[src/rtl/cfn_pkg.sv]
// ----------------------------------------------------------------------------
// cfn_pkg
// shared types and constants of the cover-fit nearest-neighbor scaler
// ----------------------------------------------------------------------------
package cfn_pkg;

    localparam int REG_W    = 13;
    localparam int CRD_W    = 12;
    localparam int IDX_W    = 24;
    localparam int NUM_REGS = 8;
    localparam int ADDR_W   = 3;

    localparam logic [ADDR_W-1:0] REG_RECT_X = 3'd0;
    localparam logic [ADDR_W-1:0] REG_RECT_Y = 3'd1;
    localparam logic [ADDR_W-1:0] REG_RECT_W = 3'd2;
    localparam logic [ADDR_W-1:0] REG_RECT_H = 3'd3;
    localparam logic [ADDR_W-1:0] REG_IMG_W  = 3'd4;
    localparam logic [ADDR_W-1:0] REG_IMG_H  = 3'd5;
    localparam logic [ADDR_W-1:0] REG_SURF_W = 3'd6;
    localparam logic [ADDR_W-1:0] REG_SURF_H = 3'd7;

    typedef enum logic [2:0] {
        ST_IDLE,
        ST_PROD,
        ST_CMP,
        ST_DIV1,
        ST_MULOFF,
        ST_DIV2GO,
        ST_DIV2,
        ST_DIV3
    } setup_state_t;

    typedef struct packed {
        logic [CRD_W-1:0] col;
        logic [CRD_W-1:0] row;
    } coord_t;

    typedef struct packed {
        logic [IDX_W-1:0] src_index;
        logic [IDX_W-1:0] dst_index;
        logic             write_ok;
    } addr_t;

endpackage

[src/rtl/cfn_div.sv]
// ----------------------------------------------------------------------------
// cfn_div
// radix-2 restoring divider, one quotient bit per clock
// ----------------------------------------------------------------------------
module cfn_div
    import cfn_pkg::*;
#(
    parameter int DVW = 38,
    parameter int DSW = 13
)
(
    input  logic           clk,
    input  logic           rst_n,
    input  logic           start,
    input  logic [DVW-1:0] dividend,
    input  logic [DSW-1:0] divisor,
    output logic           done,
    output logic [DVW-1:0] quotient,
    output logic [DSW-1:0] remainder
);

    localparam int CNT_W = $clog2(DVW);

    logic             busy_reg;
    logic             done_reg;
    logic [CNT_W-1:0] cnt_reg;
    logic [DVW-1:0]   dvd_reg;
    logic [DSW-1:0]   dsr_reg;
    logic [DSW-1:0]   rem_reg;

    logic [DSW:0]     trial;
    logic [DSW:0]     diff;
    logic             ge;
    logic [DSW-1:0]   rem_next;
    logic [DVW-1:0]   dvd_next;
    logic             last;

    always_comb
    begin
        trial    = {rem_reg, dvd_reg[DVW-1]};
        diff     = trial - {1'b0, dsr_reg};
        ge       = (trial >= {1'b0, dsr_reg});
        rem_next = ge ? diff[DSW-1:0] : trial[DSW-1:0];
        dvd_next = {dvd_reg[DVW-2:0], ge};
        last     = (cnt_reg == CNT_W'(DVW - 1));
    end

    always_ff @(posedge clk or negedge rst_n)
    begin
        if (!rst_n)
        begin
            busy_reg <= 1'b0;
            done_reg <= 1'b0;
            cnt_reg  <= '0;
        end
        else if (start)
        begin
            busy_reg <= 1'b1;
            done_reg <= 1'b0;
            cnt_reg  <= '0;
        end
        else if (busy_reg)
        begin
            busy_reg <= !last;
            done_reg <= last;
            cnt_reg  <= cnt_reg + CNT_W'(1);
        end
        else
        begin
            done_reg <= 1'b0;
        end
    end

    always_ff @(posedge clk)
    begin
        if (start)
        begin
            dvd_reg <= dividend;
            dsr_reg <= divisor;
            rem_reg <= '0;
        end
        else if (busy_reg)
        begin
            dvd_reg <= dvd_next;
            rem_reg <= rem_next;
        end
    end

    assign done      = done_reg;
    assign quotient  = dvd_reg;
    assign remainder = rem_reg;

endmodule

[src/rtl/cfn_setup.sv]
// ----------------------------------------------------------------------------
// cfn_setup
// configuration registers and the sequencer that derives scale, crop offset
// and reciprocal from them through one shared divider
// ----------------------------------------------------------------------------
module cfn_setup
    import cfn_pkg::*;
#(
    parameter int DIM_LIMIT = 4096,
    localparam int DW = $clog2(DIM_LIMIT + 1),
    localparam int NW = CRD_W + DW + 1
)
(
    input  logic                clk,
    input  logic                rst_n,
    input  logic                cfg_we,
    input  logic [ADDR_W-1:0]   cfg_addr,
    input  logic [REG_W-1:0]    cfg_data,
    output logic                busy,
    output logic [REG_W-1:0]    pos_x,
    output logic [REG_W-1:0]    pos_y,
    output logic [DW-1:0]       rect_w,
    output logic [DW-1:0]       rect_h,
    output logic [DW-1:0]       image_w,
    output logic [DW-1:0]       image_h,
    output logic [DW-1:0]       surf_w,
    output logic [DW-1:0]       surf_h,
    output logic [DW-1:0]       num,
    output logic [DW-1:0]       den,
    output logic [1:0][DW-1:0]  off_q,
    output logic [1:0][DW-1:0]  off_r,
    output logic [NW:0]         recip
);

    localparam int K   = NW;
    localparam int LW  = (DW > REG_W) ? DW : REG_W;
    localparam int OW  = 3 * DW - 1;
    localparam int DVW = (OW > K + 1) ? OW : K + 1;
    localparam logic [DVW-1:0] RECIP_DVD = {{(DVW - 1){1'b0}}, 1'b1} << K;

    function automatic logic [DW-1:0] sat_dim(input logic [REG_W-1:0] v);
        logic [LW-1:0] ve;
        ve = LW'(v);
        if (v == '0)
            return DW'(1);
        else if (ve > LW'(DIM_LIMIT))
            return DW'(DIM_LIMIT);
        else
            return ve[DW-1:0];
    endfunction

    logic [REG_W-1:0]  cfg_reg [NUM_REGS];
    setup_state_t      state_reg;
    setup_state_t      state_next;

    logic [2*DW-1:0]   prod_a_reg;
    logic [2*DW-1:0]   prod_b_reg;
    logic              wide_reg;
    logic [2*DW-2:0]   off_reg;
    logic [OW-1:0]     offden_reg;
    logic [1:0][DW-1:0] off_q_reg;
    logic [1:0][DW-1:0] off_r_reg;
    logic [K:0]        recip_reg;

    logic              wide_cmp;
    logic [DW-1:0]     rsel;
    logic [2*DW-1:0]   off_diff;
    logic [OW-1:0]     offden_next;

    logic              div_start;
    logic [DVW-1:0]    div_dvd;
    logic [DW-1:0]     div_dsr;
    logic              div_done;
    logic [DVW-1:0]    div_quot;
    logic [DW-1:0]     div_rem;

    always_ff @(posedge clk or negedge rst_n)
    begin
        if (!rst_n)
        begin
            cfg_reg[REG_RECT_X] <= '0;
            cfg_reg[REG_RECT_Y] <= '0;
            cfg_reg[REG_RECT_W] <= REG_W'(1);
            cfg_reg[REG_RECT_H] <= REG_W'(1);
            cfg_reg[REG_IMG_W]  <= REG_W'(1);
            cfg_reg[REG_IMG_H]  <= REG_W'(1);
            cfg_reg[REG_SURF_W] <= REG_W'(1);
            cfg_reg[REG_SURF_H] <= REG_W'(1);
        end
        else if (cfg_we)
        begin
            cfg_reg[cfg_addr] <= cfg_data;
        end
    end

    assign pos_x   = cfg_reg[REG_RECT_X];
    assign pos_y   = cfg_reg[REG_RECT_Y];
    assign rect_w  = sat_dim(cfg_reg[REG_RECT_W]);
    assign rect_h  = sat_dim(cfg_reg[REG_RECT_H]);
    assign image_w = sat_dim(cfg_reg[REG_IMG_W]);
    assign image_h = sat_dim(cfg_reg[REG_IMG_H]);
    assign surf_w  = sat_dim(cfg_reg[REG_SURF_W]);
    assign surf_h  = sat_dim(cfg_reg[REG_SURF_H]);

    // height matched when the image is relatively wider than the rectangle
    assign num = wide_reg ? rect_h : rect_w;
    assign den = wide_reg ? image_h : image_w;

    assign wide_cmp    = (prod_a_reg > prod_b_reg);
    assign rsel        = wide_reg ? rect_w : rect_h;
    assign off_diff    = div_quot[2*DW-1:0] - (2*DW)'(rsel);
    assign offden_next = OW'(off_reg) * OW'(den);

    always_ff @(posedge clk or negedge rst_n)
    begin
        if (!rst_n)
            state_reg <= ST_PROD;
        else
            state_reg <= state_next;
    end

    always_comb
    begin
        state_next = state_reg;
        div_start  = 1'b0;
        div_dvd    = '0;
        div_dsr    = num;
        unique case (state_reg)
            ST_IDLE:
            begin
                state_next = ST_IDLE;
            end
            ST_PROD:
            begin
                state_next = ST_CMP;
            end
            ST_CMP:
            begin
                div_start  = 1'b1;
                div_dvd    = wide_cmp ? DVW'(prod_a_reg) : DVW'(prod_b_reg);
                div_dsr    = wide_cmp ? image_h : image_w;
                state_next = ST_DIV1;
            end
            ST_DIV1:
            begin
                if (div_done)
                    state_next = ST_MULOFF;
            end
            ST_MULOFF:
            begin
                state_next = ST_DIV2GO;
            end
            ST_DIV2GO:
            begin
                div_start  = 1'b1;
                div_dvd    = DVW'(offden_reg);
                state_next = ST_DIV2;
            end
            ST_DIV2:
            begin
                if (div_done)
                begin
                    div_start  = 1'b1;
                    div_dvd    = RECIP_DVD;
                    state_next = ST_DIV3;
                end
            end
            ST_DIV3:
            begin
                if (div_done)
                    state_next = ST_IDLE;
            end
            default:
            begin
                state_next = ST_PROD;
            end
        endcase
        if (cfg_we)
            state_next = ST_PROD;
    end

    always_ff @(posedge clk)
    begin
        case (state_reg)
            ST_PROD:
            begin
                prod_a_reg <= (2*DW)'(image_w) * (2*DW)'(rect_h);
                prod_b_reg <= (2*DW)'(image_h) * (2*DW)'(rect_w);
            end
            ST_CMP:
            begin
                wide_reg <= wide_cmp;
            end
            ST_DIV1:
            begin
                if (div_done)
                    off_reg <= off_diff[2*DW-1:1];
            end
            ST_MULOFF:
            begin
                offden_reg <= offden_next;
            end
            ST_DIV2:
            begin
                // offset of at most half the image size, so the quotient fits
                if (div_done)
                begin
                    off_q_reg[0] <= wide_reg ? div_quot[DW-1:0] : '0;
                    off_r_reg[0] <= wide_reg ? div_rem : '0;
                    off_q_reg[1] <= wide_reg ? '0 : div_quot[DW-1:0];
                    off_r_reg[1] <= wide_reg ? '0 : div_rem;
                end
            end
            ST_DIV3:
            begin
                if (div_done)
                    recip_reg <= div_quot[K:0];
            end
            default:
            begin
            end
        endcase
    end

    cfn_div #(
        .DVW (DVW),
        .DSW (DW)
    ) u_div (
        .clk       (clk),
        .rst_n     (rst_n),
        .start     (div_start),
        .dividend  (div_dvd),
        .divisor   (div_dsr),
        .done      (div_done),
        .quotient  (div_quot),
        .remainder (div_rem)
    );

    assign busy  = (state_reg != ST_IDLE);
    assign off_q = off_q_reg;
    assign off_r = off_r_reg;
    assign recip = recip_reg;

endmodule

[config.mk]
export PLATFORM = sky130hd
export DESIGN_NAME = cfn_setup
export DESIGN_NICKNAME = d
export VERILOG_FILES = /design/src/rtl/cfn_pkg.sv /design/src/rtl/cfn_div.sv /design/src/rtl/cfn_setup.sv
export SDC_FILE = /design/constraint.sdc
export NUM_CORES = 2
export LEC_CHECK = 0
export BUFFER_PORTS_ARGS = -buffer_cell sky130_fd_sc_hd__clkbuf_2
export CAP_MARGIN = 15
export CORE_UTILIZATION = 46
export CTS_CLUSTER_SIZE = 12
export DETAILED_ROUTE_END_ITERATION = 7
export GPL_ROUTABILITY_DRIVEN = 0
export PLACE_DENSITY = 0.69
export SYNTH_ARGS = -nofsm -noshare
export SYNTH_HDL_FRONTEND = slang
export SYNTH_SLANG_ARGS = --single-unit
[constraint.sdc]
create_clock -name clk -period 9 [get_ports clk]
set_clock_uncertainty 0.2 [all_clocks]
set_input_delay 0.9 -clock clk [delete_from_list [all_inputs] [get_ports clk]]
set_output_delay 0.9 -clock clk [all_outputs]
set_load 0.02 [all_outputs]
==> flow_metrics.py <==
metrics = {
    "status": {
        "status": "completed",
    },
    "worst_setup_path": {
        "path_class": "reg2reg",
        "critPathArrivalTime_ns": 8.19,
        "crit_fanout": 26,
        "required_ns": 9.11,
        "worst_setup_path_end_kind": "flop",
        "critPathLaunchType": "flop",
    },
    "timing": {
        "fin_crit_sh_pct": 89.9,
        "setup_viol": 0,
        "finalSetupTns_ns": 0,
        "final-max-slew-violation-count": 0,
        "worstMarginPinSlew_ns": 1.13,
        "period_minus_slack_ns": 8.09,
        "hold_viol": 0,
        "timing.fmax_ghz": 0.124,
        "rsz0062_at_grt": "no",
        "relSlewSlack_pct": 24.7,
    },
    "floorplan": {
        "floorplan.initialDensity_pct": 46.8,
        "die_x_um": 289,
        "core_area_um2": 80900,
        "fp.dieArea_um2": 83400,
        "row_count": 104,
        "io_pins": 229,
        "die_h_um": 289,
    },
    "detailed_routing": {
        "ant_nets": 0,
        "vias_per_cell": 5.46,
        "drc": 0,
        "drt_first_pass_iters": 6,
        "wl_per_cell_um": 19.5,
        "vias": 27500,
        "finalWirelength_um": 98200,
        "drtIter0Drc": 2355,
    },
    "cts": {
        "cts_tree": "yes",
        "clock_latency_ns": 0.57,
        "clockBufferDepth": 3,
        "cts-buffers-inserted": 41,
        "cts_setup_buffers": 0,
        "cts.sinks": 374,
        "cts_resized": 0,
        "cts.reportedPaths.clkPinSlew_ns": 0.06,
        "cts_root_buf": "clkbuf_16",
        "ctsHoldBuffers": 0,
        "h-tree-depth": 2,
    },
    "placement": {
        "dp_hpwl_um": 76100,
        "port_buffers": 228,
        "place_inst": 4961,
    },
    "global_route": {
        "grt_max_degree": 68,
        "overflow": 0,
        "grt_pass1_vias": 27300,
        "grt_pass1_wl_um": 153000,
        "grt_usage_pct": 23.8,
        "antenna_found_initial": 2,
    },
    "final_layout": {
        "antennaDiodeCount": 0,
        "post-route-util_pct": 50.8,
        "final_layout_size_suffix_gt1_share_pct": 12.1,
        "instances_no_fill": 5031,
        "largest_reg_flops": 78,
        "syn_to_final_growth_pct": 8.70,
        "nets": 4738,
    },
    "pwr": {
        "vdd_drop_max_mv": 0.428,
        "swShare_pct": 48.3,
        "p_seq_share_pct": 20.4,
        "p_leak_uw": 0.0197,
        "p_sw_uw": 7220,
        "p_int_uw": 7720,
        "comb_power_share_pct": 68.8,
        "power_density_nw_per_um2": 363,
        "p_clk_share_pct": 10.8,
    },
    "synthesis": {
        "synthCells": 3828,
        "synth_area_per_cell_um2": 9.89,
        "synth_top_cell_by_area": "fa_1",
        "syn_area_um2": 37900,
        "synthFlopType": "edfxtp_1",
        "ys_warn_count": 0,
        "ys_seq_area_share_pct": 27.8,
        "yosys.area.top_type_share_pct": 26.3,
        "async_flop_share_pct": 30.7,
        "synth_area_leaders": "fa_1 26%, edfxtp_1 20%, ha_1 9.2%, dfrtp_1 7.1%, inv_1 7.0%",
        "synth.distinct_cells": 75,
        "synth-seq-cells": 374,
        "synth_fp_nets": 4622,
        "synth_edf_count": 246,
    },
    "worst_hold_path": {
        "worst_hold_path_type": "in2async",
    },
    "run": {
        "maxCapViolCount": 0,
    },
}
-- synth_stat cells (5+ instances only) --
cell and instances:
inv_1 709, fa_1 497, nand2_1 481, ha_1 278
edfxtp_1 246, nor2_1 210, and2_1 192, clkbuf_1 160
dfrtp_1 108, mux2_2 108, a21oi_1 99, xnor2_1 78
o21ai_0 76, nor2b_1 64, mux2i_1 44, nor3_1 43
a21o_1 41, nand2b_1 37, xor2_1 31, buf_4 27
a22oi_1 25, nand3_1 19, o21ai_1 19, nand4_1 17
nor4_1 16, a211oi_1 15, a311oi_1 13, a31oi_1 13
dfxtp_1 13, a22o_1 12, clkinv_1 12, o21bai_1 12
o21a_1 9, or3_1 9, and3_1 8, dfstp_2 7
or2_2 7, or3_4 5
-- through the flow --
| step | worst slack [ns] | hold WS (ns) | area, µm² | power (µW) |
|---|---|---|---|---|
| after CTS | 1.04 | 0.240 | 41100 | 14900 |
| after detailed placement | 1.04 | 0.295 | 39900 | 13200 |
| final | 0.912 | 0.234 | 41100 | 14900 |
| after floorplan | 2.19 | 0.227 | 37900 | 10500 |
| after global routing | 0.546 | 0.299 | 41100 | 16400 |
| after global placement | 1.27 | 0.289 | 39900 | 13100 |
-- path summary, 6_finish.rpt --
kind | startpoint | end | slack (ns) | cells after the start
max | cfg_reg[38]$_DFFE_PN0P_ | offden_reg[30]$_DFFE_PP_ | 0.91 | 26
min | rst_n | pos_x[5]$_DFFE_PN0P_ | 0.23 | 1
max reg2reg | cfg_reg[38]$_DFFE_PN0P_ | offden_reg[30]$_DFFE_PP_ | 0.91 | 26
min reg2reg | pos_x[2]$_DFFE_PN0P_ | pos_x[2]$_DFFE_PN0P_ | 0.30 | 1
max in group asynchronous | rst_n | cfg_reg[72]$_DFFE_PN0P_ | 7.14 | 2
min in group clk | pos_x[2]$_DFFE_PN0P_ | pos_x[2]$_DFFE_PN0P_ | 0.30 | 1
-- critical path, cell delays in order (launching register included) --
cell      delay, ns
dfrtp_1        0.34
clkinv_1       0.42
nand2_1        0.48
clkinv_1       0.40
nand2_1        0.20
o21ai_2        0.07
buf_4          0.26
and2_1         0.23
fa_1           0.55
inv_1          0.05
fa_1           0.48
inv_1          0.06
fa_1           0.49
fa_1           0.55
inv_1          0.05
fa_1           0.47
inv_1          0.04
ha_1           0.34
nand4_1        0.13
or2_2          0.33
nor2_1         0.16
inv_1          0.06
a211oi_1       0.57
o21ai_0        0.27
o311a_1        0.37
a21oi_1        0.11
o21ai_0        0.10
-- layout by cell type, fill, tap and decap left out, types with 99 or more instances in the layout --
| cell type | instances |
|---|---|
| inv_1 | 709 |
| fa_1 | 497 |
| nand2_1 | 481 |
| ha_1 | 278 |
| edfxtp_1 | 246 |
| clkbuf_2 | 227 |
| nor2_1 | 208 |
| and2_1 | 192 |
| mux2_2 | 108 |
| dfrtp_1 | 108 |
| a21oi_1 | 99 |
-- logic make-up after synthesis --
| logic type | Yosys count | synth area share (%) |
|---|---|---|
| AO/OA/AOI/OAI | 380 | 6.51 |
| XOR/XNOR | 109 | 2.52 |
| adder cells (fa/ha/maj) | 775 | 35.5 |
| buffers and inverters | 916 | 9.38 |
| flip-flops | 374 | 27.8 |
| multiplexers | 152 | 4.38 |
| AND/OR/NAND/NOR | 1122 | 13.9 |
-- power by group through the flow --
| stage | sequential (µW) | combinational (µW) | clock (µW) |
|---|---|---|---|
| finish | 3050 | 10300 | 1610 |
| global route | 3090 | 11600 | 1700 |
| CTS | 3050 | 10300 | 1640 |
| detailed placement | 3080 | 10200 | 0 |
| global placement | 3070 | 10000 | 0 |
| floorplan | 2860 | 7680 | 0 |
-- per-layer routing --
metal / vias up / GRT usage, % / wire length, µm
li1: 12300 / - / -
met1: 13900 / 33.5 / 41900
met2: 1113 / 38.3 / 46000
met3: 168 / 3.74 / 7840
met4: 4 / 5.96 / 2340
met5: - / 0.795 / 108
-- area by class of cell --
type | instances | area (µm²)
inverters | 721 | 2710
clock inverters | 14 | 136
clock buffers | 56 | 1120
fillers | 7271 | 39800
well taps | 1060 | 1330
repair buffers | 268 | 1440
flip-flops and latches | 374 | 10500
multi-input cells | 2538 | 23900
Note: power is estimated with default switching activity, not from simulation.
